**config.mk**
```make
export PLATFORM = sky130hd
export DESIGN_NAME = stepper_command_word_decoder
export DESIGN_NICKNAME = d
export VERILOG_FILES = /design/src/hw/rtl/scwd_pkg.sv /design/src/hw/rtl/scwd_ctrl.sv /design/src/hw/rtl/scwd_dp.sv /design/src/hw/rtl/stepper_command_word_decoder.sv
export SDC_FILE = /design/constraint.sdc
export NUM_CORES = 1
export LEC_CHECK = 0
export BUFFER_PORTS_ARGS = -buffer_cell sky130_fd_sc_hd__buf_2
export CORE_UTILIZATION = 40
export CTS_CLUSTER_DIAMETER = 40
export DETAILED_ROUTE_END_ITERATION = 10
export PLACE_DENSITY = 0.68
export SLEW_MARGIN = 25
export SYNTH_ARGS = -nofsm -noshare
export SYNTH_HDL_FRONTEND = slang
export SYNTH_SLANG_ARGS = --single-unit
```
**constraint.sdc**
```tcl
create_clock -name clk -period 3.6 [get_ports clk]
set_clock_uncertainty 0.15 [all_clocks]
set_input_delay 0.18 -clock clk [delete_from_list [all_inputs] [get_ports clk]]
set_output_delay 0.18 -clock clk [all_outputs]
set_load 0.1 [all_outputs]
```
**src/hw/rtl/scwd_pkg.sv**
```systemverilog
// ----------------------------------------------------------------------------
// scwd_pkg
// Shared types, result kinds and the curve format table for the stepper
// command word decoder.
// ----------------------------------------------------------------------------
package scwd_pkg;

	typedef enum logic [2:0] {
		KIND_SETTINGS = 3'd0,
		KIND_MOVE     = 3'd1,
		KIND_DELAY    = 3'd2,
		KIND_CURVE    = 3'd3,
		KIND_MARKER   = 3'd4,
		KIND_INVALID  = 3'd5
	} kind_t;

	typedef enum logic [1:0] {
		ST_IDLE,
		ST_EXEC,
		ST_EMIT
	} state_t;

	typedef struct packed {
		logic load;
		logic exec;
		logic advance;
	} cmd_t;

	typedef struct packed {
		logic last;
	} sts_t;

	typedef struct packed {
		logic       ok;
		logic [3:0] len;
		logic [3:0] bits;
		logic [4:0] lshift;
		logic [2:0] asr;
	} fmt_t;

	// leading ones of the upper half, 16 when all set
	function automatic logic [4:0] lead_ones(input logic [15:0] hi);
		logic [4:0] n;
		logic       done;
		n    = 5'd16;
		done = 1'b0;
		for (int i = 0; i < 16; i++) begin
			if (!done && !hi[15-i]) begin
				n    = 5'(i);
				done = 1'b1;
			end
		end
		return n;
	endfunction

	function automatic fmt_t curve_fmt(input logic [4:0] n);
		fmt_t f;
		f = '0;
		unique case (n)
			5'd3:  f = '{1'b1, 4'd9, 4'd3, 5'd5,  3'd5};
			5'd6:  f = '{1'b1, 4'd8, 4'd3, 5'd8,  3'd5};
			5'd2:  f = '{1'b1, 4'd7, 4'd4, 5'd4,  3'd4};
			5'd5:  f = '{1'b1, 4'd6, 4'd4, 5'd8,  3'd4};
			5'd4:  f = '{1'b1, 4'd5, 4'd5, 5'd7,  3'd3};
			5'd10: f = '{1'b1, 4'd4, 4'd5, 5'd12, 3'd3};
			5'd9:  f = '{1'b1, 4'd3, 4'd7, 5'd11, 3'd1};
			5'd14: f = '{1'b1, 4'd2, 4'd8, 5'd16, 3'd0};
			default: f = '0;
		endcase
		return f;
	endfunction

endpackage

```
**src/hw/rtl/scwd_ctrl.sv**
```systemverilog
// ----------------------------------------------------------------------------
// scwd_ctrl
// Sequencer: takes a word, runs the decode step, then hands out result beats
// until the last one is taken.
// ----------------------------------------------------------------------------
module scwd_ctrl import scwd_pkg::*; (
	input  logic clk,
	input  logic arst_n,
	input  logic in_valid,
	output logic in_ready,
	output logic out_valid,
	input  logic out_ready,
	output cmd_t cmd,
	input  sts_t sts
);

	state_t state_q, state_d;

	always_ff @(posedge clk or negedge arst_n) begin
		if (!arst_n) begin
			state_q <= ST_IDLE;
		end else begin
			state_q <= state_d;
		end
	end

	always_comb begin
		state_d   = state_q;
		cmd       = '0;
		in_ready  = 1'b0;
		out_valid = 1'b0;
		unique case (state_q)
			ST_IDLE: begin
				in_ready = 1'b1;
				if (in_valid) begin
					cmd.load = 1'b1;
					state_d  = ST_EXEC;
				end
			end
			ST_EXEC: begin
				cmd.exec = 1'b1;
				state_d  = ST_EMIT;
			end
			ST_EMIT: begin
				out_valid = 1'b1;
				if (out_ready) begin
					if (sts.last) begin
						state_d = ST_IDLE;
					end else begin
						cmd.advance = 1'b1;
					end
				end
			end
			default: state_d = ST_IDLE;
		endcase
	end

endmodule

```
**src/hw/rtl/scwd_dp.sv**
```systemverilog
// ----------------------------------------------------------------------------
// scwd_dp
// Datapath: command word register, motion state, result kind and the curve
// entry shifter.
// ----------------------------------------------------------------------------
module scwd_dp import scwd_pkg::*; (
	input  logic              clk,
	input  logic              arst_n,
	input  cmd_t              cmd,
	output sts_t              sts,
	input  logic [31:0]       command_word,
	output logic [2:0]        kind,
	output logic [3:0]        marker_code,
	output logic [11:0]       pulse_count,
	output logic [11:0]       target_rate,
	output logic [11:0]       current_rate,
	output logic [7:0]        accel_rate,
	output logic              slowing,
	output logic [15:0]       delay_us,
	output logic [2:0]        microstep,
	output logic              direction,
	output logic signed [7:0] curve_value,
	output logic              last
);

	logic [31:0] word_q;
	logic [31:0] sh_q;
	logic [3:0]  bits_q;
	logic [2:0]  asr_q;
	logic [3:0]  code_q;
	logic [3:0]  idx_q;

	kind_t       kind_q;
	logic [11:0] current_q;
	logic [11:0] target_q;
	logic [11:0] pulse_q;
	logic [15:0] delay_q;
	logic [7:0]  accel_q;
	logic        slowing_q;
	logic [2:0]  microstep_q;
	logic        direction_q;
	logic [3:0]  curve_count_q;

	logic        is_marker;
	fmt_t        fmt;
	logic signed [7:0] top;

	assign is_marker = (word_q[31:16] == 16'hffff) && (word_q[15:5] == 11'b11111111110);
	assign fmt       = curve_fmt(lead_ones(word_q[31:16]));

	always_ff @(posedge clk) begin
		if (cmd.load) begin
			word_q <= command_word;
		end
		if (cmd.exec) begin
			sh_q   <= word_q << fmt.lshift;
			bits_q <= fmt.bits;
			asr_q  <= fmt.asr;
			code_q <= (word_q[31] && is_marker) ? word_q[3:0] : 4'd0;
		end else if (cmd.advance) begin
			sh_q <= sh_q << bits_q;
		end
	end

	always_ff @(posedge clk or negedge arst_n) begin
		if (!arst_n) begin
			kind_q        <= KIND_SETTINGS;
			idx_q         <= '0;
			current_q     <= '0;
			target_q      <= '0;
			pulse_q       <= '0;
			delay_q       <= '0;
			accel_q       <= '0;
			slowing_q     <= 1'b0;
			microstep_q   <= '0;
			direction_q   <= 1'b0;
			curve_count_q <= '0;
		end else if (cmd.exec) begin
			idx_q <= '0;
			if (!word_q[31]) begin
				accel_q       <= 8'd0;
				curve_count_q <= 4'd0;
				if (word_q[30]) begin
					kind_q      <= KIND_SETTINGS;
					accel_q     <= word_q[7:0];
					current_q   <= word_q[27:16];
					microstep_q <= word_q[15:13];
					direction_q <= word_q[28];
				end else begin
					pulse_q <= word_q[11:0];
					if (word_q[11:0] == 12'd0) begin
						kind_q  <= KIND_DELAY;
						delay_q <= {word_q[15:13], word_q[28:16]};
					end else begin
						kind_q      <= KIND_MOVE;
						target_q    <= word_q[27:16];
						slowing_q   <= (word_q[27:16] < current_q);
						microstep_q <= word_q[15:13];
						direction_q <= word_q[28];
					end
				end
			end else if (is_marker) begin
				kind_q <= KIND_MARKER;
			end else if (fmt.ok) begin
				kind_q        <= KIND_CURVE;
				pulse_q       <= 12'd0;
				curve_count_q <= fmt.len;
			end else begin
				kind_q <= KIND_INVALID;
			end
		end else if (cmd.advance) begin
			idx_q <= idx_q + 4'd1;
		end
	end

	assign top      = $signed(sh_q[31:24]) >>> asr_q;
	assign sts.last = (kind_q != KIND_CURVE) || (({1'b0, idx_q} + 5'd1) == {1'b0, curve_count_q});

	assign kind         = kind_q;
	assign marker_code  = code_q;
	assign pulse_count  = pulse_q;
	assign target_rate  = target_q;
	assign current_rate = current_q;
	assign accel_rate   = accel_q;
	assign slowing      = slowing_q;
	assign delay_us     = delay_q;
	assign microstep    = microstep_q;
	assign direction    = direction_q;
	assign curve_value  = (kind_q == KIND_CURVE) ? top : 8'sd0;
	assign last         = sts.last;

endmodule

```
**src/hw/rtl/stepper_command_word_decoder.sv**
```systemverilog
// ----------------------------------------------------------------------------
// stepper_command_word_decoder
// Decodes 32-bit motion command words, keeps the axis motion state and
// reports it with each result beat; curve words yield one beat per entry.
//
//   channel  direction  handshake             payload
//   in       sink       in_valid / in_ready   command_word
//   out      source     out_valid / out_ready kind .. last (12 fields)
//
// A word passes the accept, decode and present steps of the sequencer before
// its first result beat; a curve word then gives one entry per cycle while
// the output does not stall, 2 to 9 in all.
// arst_n clears the sequencer and all motion state to zero.
// Output stalls hold the current beat; no new word is taken until the last
// beat of the previous one is accepted.
// ----------------------------------------------------------------------------
module stepper_command_word_decoder import scwd_pkg::*; (
	input  logic              clk,
	input  logic              arst_n,
	input  logic              in_valid,
	output logic              in_ready,
	input  logic [31:0]       command_word,
	output logic              out_valid,
	input  logic              out_ready,
	output logic [2:0]        kind,
	output logic [3:0]        marker_code,
	output logic [11:0]       pulse_count,
	output logic [11:0]       target_rate,
	output logic [11:0]       current_rate,
	output logic [7:0]        accel_rate,
	output logic              slowing,
	output logic [15:0]       delay_us,
	output logic [2:0]        microstep,
	output logic              direction,
	output logic signed [7:0] curve_value,
	output logic              last
);

	cmd_t cmd;
	sts_t sts;

	scwd_ctrl u_ctrl (
		.clk       (clk),
		.arst_n    (arst_n),
		.in_valid  (in_valid),
		.in_ready  (in_ready),
		.out_valid (out_valid),
		.out_ready (out_ready),
		.cmd       (cmd),
		.sts       (sts)
	);

	scwd_dp u_dp (
		.clk          (clk),
		.arst_n       (arst_n),
		.cmd          (cmd),
		.sts          (sts),
		.command_word (command_word),
		.kind         (kind),
		.marker_code  (marker_code),
		.pulse_count  (pulse_count),
		.target_rate  (target_rate),
		.current_rate (current_rate),
		.accel_rate   (accel_rate),
		.slowing      (slowing),
		.delay_us     (delay_us),
		.microstep    (microstep),
		.direction    (direction),
		.curve_value  (curve_value),
		.last         (last)
	);

endmodule

```
* Word-level counts from Yosys, hierarchy flattened
Memory sizes are Yosys's and may differ from the RTL's.
Cells that the tools add are included.
** Word-level totals
- Output and inout port bits :: 83
- Logic and storage cells :: 165
- Bits in read-only memories :: 272
- Memories :: 1
- Flip-flop bits (word level) :: 153
- Bits of input ports :: 36
** Operators by class
- Shift-type cells :: 3
- Equality and inequality tests :: 14
- Add/sub/neg operators :: 2
- Magnitude comparators :: 1
- Mux-type cells :: 66
- Bitwise gates (word level) :: 3
- Reductions and logical operators :: 58
** Memories
- (name not given) :: words 16, bits a word 17, read ports 1, clocked after memory_dff 0, write ports 0, RTL line scwd_pkg.sv:59 : unique case (n)
** Operators by type and width (count)
- 2-to-1 mux 5 bit :: 16
- 2-to-1 mux 32 bit :: 2
- 2-to-1 mux 12 bit :: 4
- left shift 32 x 4 -> 32 bit :: 1
- left shift 32 x 5 -> 32 bit :: 1
- zero test 1 bit :: 29
- 2-to-1 mux 1 bit :: 25
- 2-to-1 mux 4 bit :: 5
- 2-to-1 mux 3 bit :: 6
- logical AND 1 bit :: 17
- 2-to-1 mux 17 bit :: 1
- equality test 16 bit, second input constant :: 1
- 2-to-1 mux 8 bit :: 2
- zero test 12 bit :: 1
- < comparator 12 bit :: 1
- AND reduction 3 bit :: 4
- AND reduction 4 bit :: 3
- equality test 11 bit, second input constant :: 1
- != test 2 bit, second input constant :: 5
- 2-to-1 mux 2 bit :: 4
- >>> shifter 8 x 3 -> 8 bit :: 1
- case mux 2 bit (3 select lines) :: 1
- adder 4 x 1 -> 5 bit, second input constant :: 1
- equality test 5 x 4 -> 1 bit :: 1
- other kinds (11) :: 14

* Depth between registers and ports, before layout
Gate-level depths: netlist (run 1).
An unclocked memory read counts as a cell.
- Word-level depth :: 50
- Depth in mapped cells :: 12
- Gate-level depth less buffers :: 9

* Cells and area by module
Synthesis (run 1) repeated with hierarchy kept, for this count alone.
** Unflattened totals
- Cells, all modules :: 967
- Area total of the unflattened synthesis :: 9587.9 µm²
** Modules (own cells, without submodules)
- scwd_dp :: area each 9486.6 µm², cells an instance 957, seq. area each 4124.0 µm², instances 1
- scwd_ctrl :: area each 101.3 µm², cells an instance 10, seq. area each 50.0 µm², instances 1

* Least setup slack after synthesis (run 1)
Ideal clock, no wire load.
- Path kind :: reg-to-reg
- Start :: register u_ctrl.state_q[0]
- End :: register u_dp.sh_q[30] (enable)
- Data required time :: 3152 ps
- Period minus slack after synthesis :: 3724 ps
- Path slack :: -124 ps
- Arrival :: 3277 ps
- Setup time :: 298 ps
- Path buffers :: 1
- Stages on the path, launching flop included :: 7
- Cell sequence :: dfrtp_1 -> nor2b_1 -> nand2_1 -> or2_2 -> clkbuf_1 -> nand2_1 -> o21a_1
** Between the ends
- Longest elaborated chain between the ends :: 3
- Elaborated cells on any way between the ends :: 5
- Classes of those cells :: 2 x eq/ne; 2 x mux; 1 x reduce/logical
** Ends and longest elaborated chain
- start: declaration :: RTL line scwd_ctrl.sv:17 : state_t state_q, state_d;
- start signal: assignment :: RTL line scwd_ctrl.sv:23 : state_q <= state_d;
- equality test 2 bit / equality test 2 x 1 -> 1 bit (equally long branches) :: RTL line scwd_ctrl.sv:32 : unique case (state_q)
- 2-to-1 mux 1 bit :: RTL line scwd_ctrl.sv:32
- nonzero test 2 bit (no line) *
- end signal: assignment :: RTL line scwd_dp.sv:56 : sh_q <= word_q << fmt.lshift;
- end signal: assignment :: RTL line scwd_dp.sv:61 : sh_q <= sh_q << bits_q;
- end: declaration :: RTL line scwd_dp.sv:27 : logic [31:0] sh_q;
Mark *: on every way between the ends. The rest lies on a longest branch, timed or not.
A chain may end at the register's enable or synchronous reset.

* Worst setup path after layout (run 1)
- Start :: register u_dp.word_q[27]
- End :: register u_dp.pulse_q[1], in the netlist u_dp.pulse_count[1]
** Between the ends
- Longest elaborated chain between the ends :: 40
- Elaborated cells on any way between the ends :: 54
- Classes of those cells :: 3 x eq/ne; 24 x mux; 26 x reduce/logical; 1 x memory
** Ends and longest elaborated chain
- start: declaration :: RTL line scwd_dp.sv:26 : logic [31:0] word_q;
- start signal: assignment :: RTL line scwd_dp.sv:53 : word_q <= command_word;
- zero test 1 bit :: RTL line scwd_pkg.sv:48 : if (!done && !hi[15-i]) begin
- logical AND 1 bit :: RTL line scwd_pkg.sv:48
- 2-to-1 mux 1 bit :: RTL line scwd_pkg.sv:48
- zero test 1 bit :: RTL line scwd_pkg.sv:48
- logical AND 1 bit :: RTL line scwd_pkg.sv:48
- 2-to-1 mux 1 bit :: RTL line scwd_pkg.sv:48
- zero test 1 bit :: RTL line scwd_pkg.sv:48
- logical AND 1 bit :: RTL line scwd_pkg.sv:48
- (+24 left out)
- 2-to-1 mux 1 bit :: RTL line scwd_pkg.sv:48
- zero test 1 bit :: RTL line scwd_pkg.sv:48
- logical AND 1 bit :: RTL line scwd_pkg.sv:48
- 2-to-1 mux 5 bit :: RTL line scwd_pkg.sv:48
- memory read (16 x 17 bit)
- 2-to-1 mux 17 bit :: RTL line scwd_pkg.sv:59
- != test 2 bit (no line)
- AND reduction 4 bit (no line) *
- end signal: assignment :: RTL line scwd_dp.sv:90 : pulse_q <= word_q[11:0];
- end: declaration :: RTL line scwd_dp.sv:36 : logic [11:0] pulse_q;
Marked as above.

==> results.py, run 1 <==
metrics = {
    "run_status": {
        "status": "complete, no violations",
    },
    "detailed_routing": {
        "dr.pass1.iters": 6,
        "drt_iter0_markers": 761,
        "wl_mm": 28.6,
        "vias": 8064,
        "via_per_inst": 5.76,
        "drc": 0,
        "wl_per_cell_um": 20.4,
        "ant_nets": 0,
    },
    "yosys": {
        "ys_async_sr_fraction": 0.513,
        "syn_area_sq_mm": 0.00938,
        "synth_top_family_by_area": "multiplexers",
        "synth_xor_xnor_area_share": 0.00747,
        "synthAdderAreaFrac": 0.0160,
        "yosys_warnings": 0,
        "synth_top_area_frac": 0.237,
        "synthTopCellsByArea": "edfxtp_1, dfrtp_1, mux2i_1",
        "syn_nets": 968,
        "avgSynthCellArea_sq_um": 10.2,
        "synth_top_cell_by_area": "edfxtp_1",
        "synthMuxAreaShare": 0.184,
        "synth-compound-area-share": 0.159,
        "ys_ff_latch": 152,
        "ys_types": 73,
        "synth_ff_type": "dfrtp_1",
        "ys_seq_area_frac": 0.445,
        "synth_edf_count": 74,
        "syn_inst": 920,
        "synthSimpleGateAreaFrac": 0.142,
    },
    "floorplanning": {
        "initial_utilization": 0.411,
        "fp-row-count": 55,
        "die_w_um": 155,
        "die-area_sq_mm": 0.0241,
        "ios": 119,
        "fp.dieH_um": 155,
        "core_area_sq_mm": 0.0228,
    },
    "layout": {
        "syn_to_final_growth_pct": 21.4,
        "instances_no_fill": 1401,
        "fin_area_sq_mm": 0.0114,
        "nFillCells": 2079,
        "finish.utilization": 0.499,
        "n_antenna_cell": 0,
        "num-nets-final": 1123,
        "drive_gt1_frac": 0.255,
        "multi_input_area_sq_mm": 0.00479,
        "ff_latch_area_sq_mm": 0.00417,
    },
    "placement": {
        "port_buffers": 118,
        "gp_congestion": 0.963,
        "dp.cells": 1334,
        "placed_area_sq_mm": 0.0105,
        "hpwlAfterDp_mm": 21.0,
    },
    "timing": {
        "fin_crit_sh": 0.931,
        "period_needed_ns": 3.35,
        "finalSetupTns_ns": 0,
        "rsz0062_at_grt": "false",
        "drv_slew": 0,
        "setup_viol": 0,
        "slew_headroom": 0.415,
        "whs_ns": 0.222,
        "tightest_slew_ns": 0.870,
        "fmax_mhz": 298,
        "hold_violations": 0,
    },
    "cts": {
        "cts_inserted_buffers": 17,
        "cts_tree": "done",
        "clock-sinks": 152,
        "clock_latency_ns": 0.43,
        "h-tree-depth": 4,
        "cts_buffer_depth": 2,
        "path_clk_slew_ns": 0.06,
        "clockRootBuffer": "clkbuf_16",
        "cts_setup_buffers": 0,
    },
    "worst_setup_path": {
        "arrival_ns": 3.51,
        "cpMaxStageDelayCell": "edfxtp_1",
        "worstReg2RegEnd": "u_dp.pulse_count[1]",
        "crit_path_cell_trace": "nor2b_1, o221ai_1, a21boi_2, nand2_1, buf_4, o211a_2, a41oi_4, o21ai_2, a22o_1",
        "reg2reg_from": "u_dp.word_q[27]",
        "reg2reg_depth": 9,
        "path_class": "reg -> reg",
        "rrSetupSlack_ns": 0.25,
        "cp-end-kind": "flop",
        "cp.required_ns": 3.76,
        "start_kind": "flop",
        "path_max_fanout": 22,
        "max_stage_delay_ns": 0.50,
    },
    "power_and_ir_drop": {
        "ir_drop_mv": 0.843,
        "cellPowerDensity_mw_per_mm2": 928,
        "cellLeakagePower_nw": 5.06,
    },
    "global_routing": {
        "grt_pass1_vias": 7880,
        "grt_pass1_wl_mm": 44.7,
        "grt_overflow": 0,
        "antenna_found_initial": 0,
        "grt_max_degree": 79,
        "grt_usage": 0.243,
    },
    "flow_run": {
        "cap_violations": 0,
    },
    "hold_path": {
        "min_path_type": "in -> async",
    },
}
layer usage:
layer / GRT usage / share of wire / vias to the layer above
li1: - / - / 3723
met1: 0.334 / 0.43 / 3875
met2: 0.380 / 0.46 / 413
met3: 0.0412 / 0.078 / 53
met4: 0.102 / 0.028 / 0
met5: 0 / 0 / -
cell usage after synthesis, types with 6 or more instances:
master / number
a22o_1: 14
mux2_1: 7
buf_4: 6
a31oi_1: 6
edfxtp_1: 74
nand4_1: 10
nor2_1: 56
clkbuf_1: 34
nor4_1: 6
inv_1: 24
a21oi_1: 37
o221ai_1: 8
o21a_1: 8
o211ai_1: 9
mux4_2: 26
ha_1: 12
nand2_1: 163
o2111ai_1: 6
a211oi_1: 14
nand3_1: 15
mux2_2: 30
o21ai_0: 57
o22ai_1: 14
a21o_1: 6
and2_1: 9
mux2i_1: 71
buf_2: 18
o21ai_1: 8
nor2b_1: 8
and3_1: 6
dfrtp_1: 78
layout make-up:
type,count,area share
well taps,313,0.0344
multi-input cells,675,0.421
repair buffers,203,0.119
inverters,26,0.00857
clock inverters,11,0.00714
flip-flops and latches,152,0.366
clock buffers,21,0.0433
what timing repair did:
action / in CTS / in global routing
hold buffers: 35 / 0
resized for setup: 0 / 1
setup endpoints to repair: 0 / 1
hold endpoints to repair: 112 / 0
through the flow:
| stage | setup slack (ns) | power [W] |
|---|---|---|
| 3_3_place_gp | 0.338 | 0.00871 |
| 4_1_cts | 0.218 | 0.0105 |
| 2_1_floorplan | 0.116 | 0.00741 |
| 3_5_place_dp | 0.248 | 0.00875 |
| 5_1_grt | 0.0487 | 0.0110 |
| 6_report | 0.249 | 0.0106 |
report_power, final:
group	switching, W	internal (W)
Sequential	0.000511	0.00250
Combinational	0.00426	0.00157
Clock	0.000746	0.000992
Total	0.00552	0.00506
worst max-delay path, delay by kind of cell, from the launching register on:
kind	cells	cell delay, ns
AO/OA/AOI/OAI	6	2.07
flip-flops	1	0.50
AND/OR/NAND/NOR	2	0.34
buffers and inverters	1	0.17
registers in the layout, summed over array words and instances, names as in the netlist, 4 cells and up:
register	flops
u_dp.delay_us	16
u_dp.sh_q	32
u_dp.word_q	32
u_dp.idx_q	4
u_dp.target_rate	12
u_dp.pulse_count	12
u_dp.current_rate	12
u_dp.accel_rate	8
u_dp.marker_code	4
u_dp.curve_count_q	4
cells in the final DEF (no fill, tap or decap), types with 5 or more instances in the layout:
master         netlist  layout
and2_1               9       9
clkbuf_16            0      19
buf_2               18     117
mux2_1               7       7
and3_1               6       6
xnor2_1              5       5
o2111ai_1            6       6
nand4_1             10      10
ha_1                12      12
mux4_2              26      26
o21a_1               8       8
dlygate4sd3_1        0      35
a221oi_1             5       5
nand2b_1             5       5
nor2_1              56      56
mux2i_1             71      71
a21o_1               6       6
o211ai_1             9       9
nand3_1             15      15
o21ai_1              8       8
o21ai_0             57      57
a211oi_1            14      14
inv_1               24      24
o221ai_1             8       8
nor4_1               6       6
a31oi_1              6       6
mux2_2              30      30
nor2b_1              8       7
o22ai_1             14      14
a21oi_1             37      37
edfxtp_1            74      74
buf_4                6      47
dfrtp_1             78      78
a22o_1              14      14
nand2_1            163     162
inv_6                0       5
worst max path at each step:
stage / startpoint / end / slack (ns) / cells past startpoint
after CTS: u_dp.word_q[27] / u_dp.sh_q[15] / 0.22 / 8
after global placement: u_dp.word_q[27] / u_dp.sh_q[31] / 0.34 / 8
after floorplan: u_dp.asr_q[0] / curve_value[5] / 0.12 / 7
after detailed placement: u_dp.word_q[27] / u_dp.sh_q[15] / 0.25 / 8
after global routing: u_dp.word_q[27] / u_dp.pulse_count[4] / 0.05 / 9
final: u_dp.word_q[27] / u_dp.pulse_count[1] / 0.25 / 9
kinds of logic after synthesis:
| kind of cell | after synthesis |
|---|---|
| AND/OR/NAND/NOR | 299 |
| AO/OA/AOI/OAI | 221 |
| flip-flops | 152 |
| multiplexers | 135 |
| buffers and inverters | 93 |
| adder cells (fa/ha/maj) | 12 |
| XOR/XNOR | 8 |
Power figures use the tool's default switching activity.
==> run 2: changes to the inputs <==
--- a/config.mk
+++ b/config.mk
@@ -9,7 +9,7 @@
 export CORE_UTILIZATION = 40
 export CTS_CLUSTER_DIAMETER = 40
 export DETAILED_ROUTE_END_ITERATION = 10
-export PLACE_DENSITY = 0.68
+export PLACE_DENSITY = 0.7
 export SLEW_MARGIN = 25
 export SYNTH_ARGS = -nofsm -noshare
 export SYNTH_HDL_FRONTEND = slang
==> constraint.sdc (replaced) <==
create_clock -name clk -period 2.8 [get_ports clk]
set_clock_uncertainty 0.15 [all_clocks]
set_input_delay 0.14 -clock clk [delete_from_list [all_inputs] [get_ports clk]]
set_output_delay 0.14 -clock clk [all_outputs]
set_load 0.1 [all_outputs]
==> run 2 against run 1 <==
  * The flow now finishes with violations (negative setup slack)
  * Hold slack got worse by 0.049 ns
  * Sequential cell count did not move
  * Clock power rose by 36%
  * Worst setup slack got worse by 0.29 ns
  * Sequential share of layout area fell by 3.6 points
  * Wire length rose by 9.9%
  * Maximum frequency rose by 18%
  * Register-to-register slack got worse by 0.29 ns
  * Count of clock-buffer cells in the layout fell by 1
  * Power rose by 38%
  * Final cell count rose by 7.5%
  * Critical path depth rose by 3
  * Critical path type unchanged
  * Largest power group unchanged
  * Highest routed layer unchanged
==> results.py, run 2 (same netlist as run 1, synthesis figures left out) <==
metrics = {
    "global_routing": {
        "use_met1": 0.323,
        "grt_usage": 0.258,
        "grt_pass1_wl_mm": 47.2,
        "antenna_found_initial": 0,
        "grt_overflow": 0,
        "grt_max_degree": 56,
        "use_met3": 0.0460,
        "grt_use_met2": 0.439,
        "top_usage_layer": "met2",
        "grt_pass1_vias": 8367,
    },
    "floorplanning": {
        "fp.dieH_um": 155,
        "core_area_sq_mm": 0.0228,
        "ios": 119,
        "fp-row-count": 55,
        "die_w_um": 155,
        "initial_utilization": 0.411,
        "die-area_sq_mm": 0.0241,
    },
    "layout": {
        "finish.utilization": 0.554,
        "final_cell_mix": "nand2_1, buf_4, buf_2",
        "syn_to_final_growth_pct": 34.9,
        "nFillCells": 1954,
        "drive_gt1_frac": 0.351,
        "fin_area_sq_mm": 0.0127,
        "num-nets-final": 1228,
        "final_common_cell": "nand2_1",
        "n_antenna_cell": 0,
        "multi_input_area_sq_mm": 0.00508,
        "ff_latch_area_sq_mm": 0.00419,
    },
    "detailed_routing": {
        "via_per_inst": 5.78,
        "wl_mm": 31.4,
        "wl_per_cell_um": 20.8,
        "dr.pass1.iters": 6,
        "drt_iter0_markers": 685,
        "vias": 8704,
        "ant_nets": 0,
        "drc": 0,
    },
    "cts": {
        "clock_latency_ns": 0.43,
        "clockRootBuffer": "clkbuf_16",
        "cts_inserted_buffers": 17,
        "path_clk_slew_ns": 0.07,
        "clock-sinks": 152,
        "cts_buffer_depth": 2,
        "h-tree-depth": 4,
        "cts_tree": "done",
    },
    "timing": {
        "setup_viol": 19,
        "finalSetupTns_ns": -0.462,
        "setup_ws_ns": -0.0407,
        "fmax_mhz": 352,
        "rsz0062_at_grt": "true",
        "hold_violations": 0,
        "slew_headroom": 0.522,
        "drv_slew": 0,
        "tightest_slew_ns": 0.717,
        "fin_crit_sh": 1.01,
        "period_needed_ns": 2.84,
    },
    "power_and_ir_drop": {
        "cellPowerDensity_mw_per_mm2": 1150,
        "cellLeakagePower_nw": 5.65,
        "ir_drop_mv": 1.15,
    },
    "worst_setup_path": {
        "path_max_fanout": 13,
        "arrival_ns": 3.00,
        "path_class": "reg -> reg",
        "start_kind": "flop",
        "cp-end-kind": "flop",
        "reg2reg_depth": 12,
        "cp.required_ns": 2.96,
    },
    "placement": {
        "placed_area_sq_mm": 0.0112,
        "hpwlAfterDp_mm": 22.5,
        "gp_congestion": 0.968,
        "port_buffers": 118,
        "pre_cts_ws_ns": -0.281,
    },
    "run_status": {
        "status": "finished, violations left",
        "violations": "negative setup slack",
    },
    "hold_path": {
        "min_path_type": "in -> async",
    },
    "flow_run": {
        "cap_violations": 0,
    },
}
-- run 2: cell types whose count changed in the layout (fill, tap and decap cells not counted), sizes merged --
cell,before,now
clkbuf,21,23
o21ai,67,68
bufinv,0,1
buf,168,269
-- run 2: what timing repair did --
item,4_1_cts,5_1_grt
endpoints found under the setup margin,17,43
hold buffers,35,0
gates resized for setup,13,38
hold endpoints to repair,87,0
cloned,0,5
pin swaps,2,10
buffers inserted,1,18
-- run 2: critical path: stages (launching register included) --
cell and delay (ns):
edfxtp_1 0.50, buf_4 0.18, nand4_1 0.08, buf_4 0.16
o21ai_1 0.09, buf_4 0.16, a211oi_4 0.24, nor2_2 0.08
buf_12 0.15, buf_4 0.15, a41oi_4 0.34, o21ai_4 0.15
a22o_1 0.27
-- run 2: report_power, final --
part | switching (W) | internal, W | leakage (nW)
Clock | 0.00102 | 0.00136 | 0.297
Combinational | 0.00584 | 0.00248 | 3.65
Sequential | 0.000631 | 0.00322 | 1.70
Total | 0.00748 | 0.00706 | 5.65
-- run 2: per-layer routing --
metal,wire (um),vias up,part of all wire
met5,0,-,0
met2,15400,469,0.49
met1,12300,4224,0.39
met4,1160,0,0.037
met3,2590,75,0.082
li1,-,3936,-
-- run 2: through the flow --
stage / total power [W] / hold slack [ns] / std cells
detailed placement: 0.0117 / 0.0932 / 1416
finish: 0.0145 / 0.173 / 1506
global route: 0.0151 / 0.255 / 1506
global placement: 0.0116 / 0.0796 / 1416
floorplan: 0.00963 / -0.306 / 920
CTS: 0.0142 / 0.176 / 1484
-- run 2: path summary, 6_finish.rpt --
| check | start | end | slack [ns] |
|---|---|---|---|
| max in group asynchronous | arst_n | u_dp.target_rate[1] | 1.63 |
| min in group clk | command_word[13] | u_dp.word_q[13] | 0.26 |
| hold reg to reg | u_dp.delay_us[3] | u_dp.delay_us[3] | 0.34 |
| setup / recovery | u_dp.word_q[21] | u_dp.pulse_count[2] | -0.04 |
| hold / removal | arst_n | u_dp.delay_us[10] | 0.17 |
| setup reg to reg | u_dp.word_q[21] | u_dp.pulse_count[2] | -0.04 |
-- run 2: final cells by class --
cell class,instances,area share
well taps,313,0.0310
multi-input cells,676,0.402
inverters,26,0.00771
clock inverters,12,0.0102
clock buffers,20,0.0379
repair buffers,307,0.181
flip-flops and latches,152,0.331
==> run 3: changes to the inputs <==
--- a/config.mk
+++ b/config.mk
@@ -5,6 +5,7 @@
 export SDC_FILE = /design/constraint.sdc
 export NUM_CORES = 1
 export LEC_CHECK = 0
+export ABC_AREA = 1
 export BUFFER_PORTS_ARGS = -buffer_cell sky130_fd_sc_hd__buf_2
 export CORE_UTILIZATION = 40
 export CTS_CLUSTER_DIAMETER = 40
==> run 3 against run 2 <==
  * The run still ends with negative setup slack left
  * Power down 5.7%
  * Sequential share of layout area about the same
  * Register-to-register slack worse by 0.08 ns
  * Count of clock-buffer cells in the layout down 1
  * Critical path depth up 6
  * Non-clock buffer count down 48
  * Sequential cell count unchanged
  * Hold slack better by 0.0076 ns
  * Critical path type unchanged
  * Highest routed layer unchanged
==> results.py, run 3 <==
metrics = {
    "run_status": {
        "status": "finished, violations left",
        "violations": "negative setup slack",
    },
    "timing": {
        "rsz0062_at_grt": "true",
        "period_needed_ns": 2.92,
        "fin_crit_sh": 1.04,
        "fmax_mhz": 343,
        "setup_ws_ns": -0.117,
        "whs_ns": 0.181,
        "hold_violations": 0,
        "setup_viol": 27,
        "drv_slew": 0,
        "slew_headroom": 0.483,
        "tightest_slew_ns": 0.773,
    },
    "yosys": {
        "yosys_warnings": 0,
        "synthTopCellsByArea": "edfxtp_1, dfrtp_1, nand2_1",
        "syn_inst": 1226,
        "ys_types": 57,
        "synth.most_common_cell": "nand2_1",
        "synth_ff_type": "dfrtp_1",
        "ys_ff_latch": 152,
        "synth_top_area_frac": 0.233,
        "avgSynthCellArea_sq_um": 7.76,
        "syn_area_sq_mm": 0.00952,
        "syn_nets": 1274,
        "synth_edf_count": 74,
        "synth_top_cell_by_area": "edfxtp_1",
        "synthTopCellsByCount": "nand2_1, nand3_1, o21ai_0",
        "ys_seq_area_frac": 0.439,
        "ys_async_sr_fraction": 0.513,
    },
    "floorplanning": {
        "ios": 119,
        "initial_utilization": 0.407,
        "die-area_sq_mm": 0.0244,
        "fp.dieH_um": 156,
        "fp-row-count": 56,
        "core_area_sq_mm": 0.0234,
        "die_w_um": 156,
    },
    "layout": {
        "syn_to_final_growth_pct": 32.7,
        "ff_latch_area_sq_mm": 0.00417,
        "finish.utilization": 0.540,
        "final_cell_mix": "nand2_1, nand3_1, o21ai_0",
        "final_common_cell": "nand2_1",
        "nFillCells": 2215,
        "multi_input_area_sq_mm": 0.00502,
        "num-nets-final": 1494,
        "drive_gt1_frac": 0.286,
        "n_antenna_cell": 0,
        "instances_no_fill": 1778,
    },
    "cts": {
        "clockRootBuffer": "clkbuf_16",
        "h-tree-depth": 4,
        "cts_tree": "done",
        "clock_latency_ns": 0.43,
        "cts_buffer_depth": 2,
        "path_clk_slew_ns": 0.07,
        "cts_inserted_buffers": 17,
        "clock-sinks": 152,
    },
    "worst_setup_path": {
        "cp-end-kind": "flop",
        "cpMaxStageDelayCell": "edfxtp_1",
        "max_stage_delay_ns": 0.41,
        "crit_path_cell_trace": "nand2_4, nor2_8, nand3_4, nor2_4, nand4_4, nand2_2, inv_2, nor2_4, nand2_2, nand2_4, nand2_8, buf_4, o211ai_1, nand3_1, nand2_2, nand2_2, nand3_2, nand3_2",
        "path_class": "reg -> reg",
        "path_max_fanout": 8,
        "arrival_ns": 2.94,
        "cpMostUsedCell": "nand2_2",
        "start_kind": "flop",
        "cp.required_ns": 2.82,
    },
    "global_routing": {
        "grt_overflow": 0,
        "grt_pass1_vias": 8802,
        "grt_max_degree": 79,
        "grt_pass1_wl_mm": 48.0,
        "grt_usage": 0.257,
        "antenna_found_initial": 0,
    },
    "detailed_routing": {
        "drc": 0,
        "wl_per_cell_um": 17.5,
        "wl_mm": 31.1,
        "vias": 9508,
        "drt_iter0_markers": 917,
        "via_per_inst": 5.35,
        "dr.pass1.iters": 5,
        "ant_nets": 0,
    },
    "placement": {
        "gp_congestion": 0.959,
        "dp.cells": 1695,
        "hpwlAfterDp_mm": 22.7,
        "port_buffers": 118,
    },
    "flow_run": {
        "cap_violations": 0,
    },
    "power_and_ir_drop": {
        "ir_drop_mv": 1.04,
        "cellPowerDensity_mw_per_mm2": 1090,
        "cellLeakagePower_nw": 5.93,
    },
    "hold_path": {
        "min_path_type": "in -> async",
    },
}
==> run 3: cell types whose count changed after synthesis, sizes merged, moves of 26 or more <==
cell / delta
nand2: +178
nand3: +172
inv: +99
o21ai: +77
mux2i: -68
mux2: -37
mux4: -26
==> run 3: layer usage <==
layer	vias up	part of all wire	GRT usage
met5	-	0	0
met4	0	0.026	0.0822
met3	46	0.054	0.0371
met2	330	0.47	0.414
met1	4528	0.45	0.355
li1	4604	-	-
==> run 3: cells by family (layout without fill, tap and decap cells) <==
group           after synthesis  count (layout)  share of synthesized area
compound gates              240             240                      0.153
flops                       152             152                      0.439
simple gates                621             623                      0.298
mux                           4               4                    0.00421
fa+ha+maj                    12              12                     0.0158
xor+xnor                      7               7                    0.00644
buf+inv                     190             421                     0.0835
==> run 3: path summary, 6_finish.rpt <==
kind | start | to | slack, ns | cells past startpoint
worst max-delay path | u_dp.word_q[30] | u_dp.sh_q[15] | -0.12 | 18
worst min-delay path | arst_n | u_dp.delay_us[2] | 0.18 | 2
worst max register to register | u_dp.word_q[30] | u_dp.sh_q[15] | -0.12 | 18
worst min register to register | u_dp.delay_us[5] | u_dp.delay_us[5] | 0.33 | 2
max in group asynchronous | arst_n | u_dp.pulse_count[0] | 1.81 | 2
min in group clk | command_word[23] | u_dp.word_q[23] | 0.26 | 2
==> run 3: final cells by class <==
cell class                 instances  area share
timing repair inverter             1    0.000892
timing repair buffer             259       0.151
multi-input combinational        886       0.397
clock buffer                      19      0.0368
sequential                       152       0.330
tap                              319      0.0316
inverter                         129      0.0397
clock inverter                    13      0.0117
==> run 3: repair_timing <==
action / in CTS / in global routing
setup endpoints to repair: 25 / 44
pin swaps: 4 / 38
cloned: 1 / 3
resized for setup: 20 / 88
hold endpoints to repair: 112 / 0
hold buffers: 35 / 0
buffers inserted: 2 / 10
==> run 3: report_power, final <==
part	total, W	switching, W	internal, W
clock network	0.00240	0.00105	0.00135
logic	0.00765	0.00580	0.00185
registers	0.00367	0.000498	0.00317
total	0.0137	0.00735	0.00637
==> run 3: critical path, delay by kind of cell (launching register included) <==
kind | cells | cell delay [ns]
compound gates | 1 | 0.12
buf+inv | 2 | 0.22
flops | 1 | 0.41
simple gates | 15 | 1.76
==> run 3: metrics by stage <==
step / area [sq um] / TNS (ns) / setup WS [ns] / power [W]
2_1_floorplan: 9540 / -1.94 / -0.355 / 0.00914
3_3_place_gp: 11000 / -0.717 / -0.141 / 0.0109
3_5_place_dp: 11000 / -1.14 / -0.132 / 0.0110
4_1_cts: 12100 / -0.0886 / -0.0289 / 0.0135
5_1_grt: 12600 / -6.56 / -0.267 / 0.0144
6_report: 12600 / -1.48 / -0.117 / 0.0137
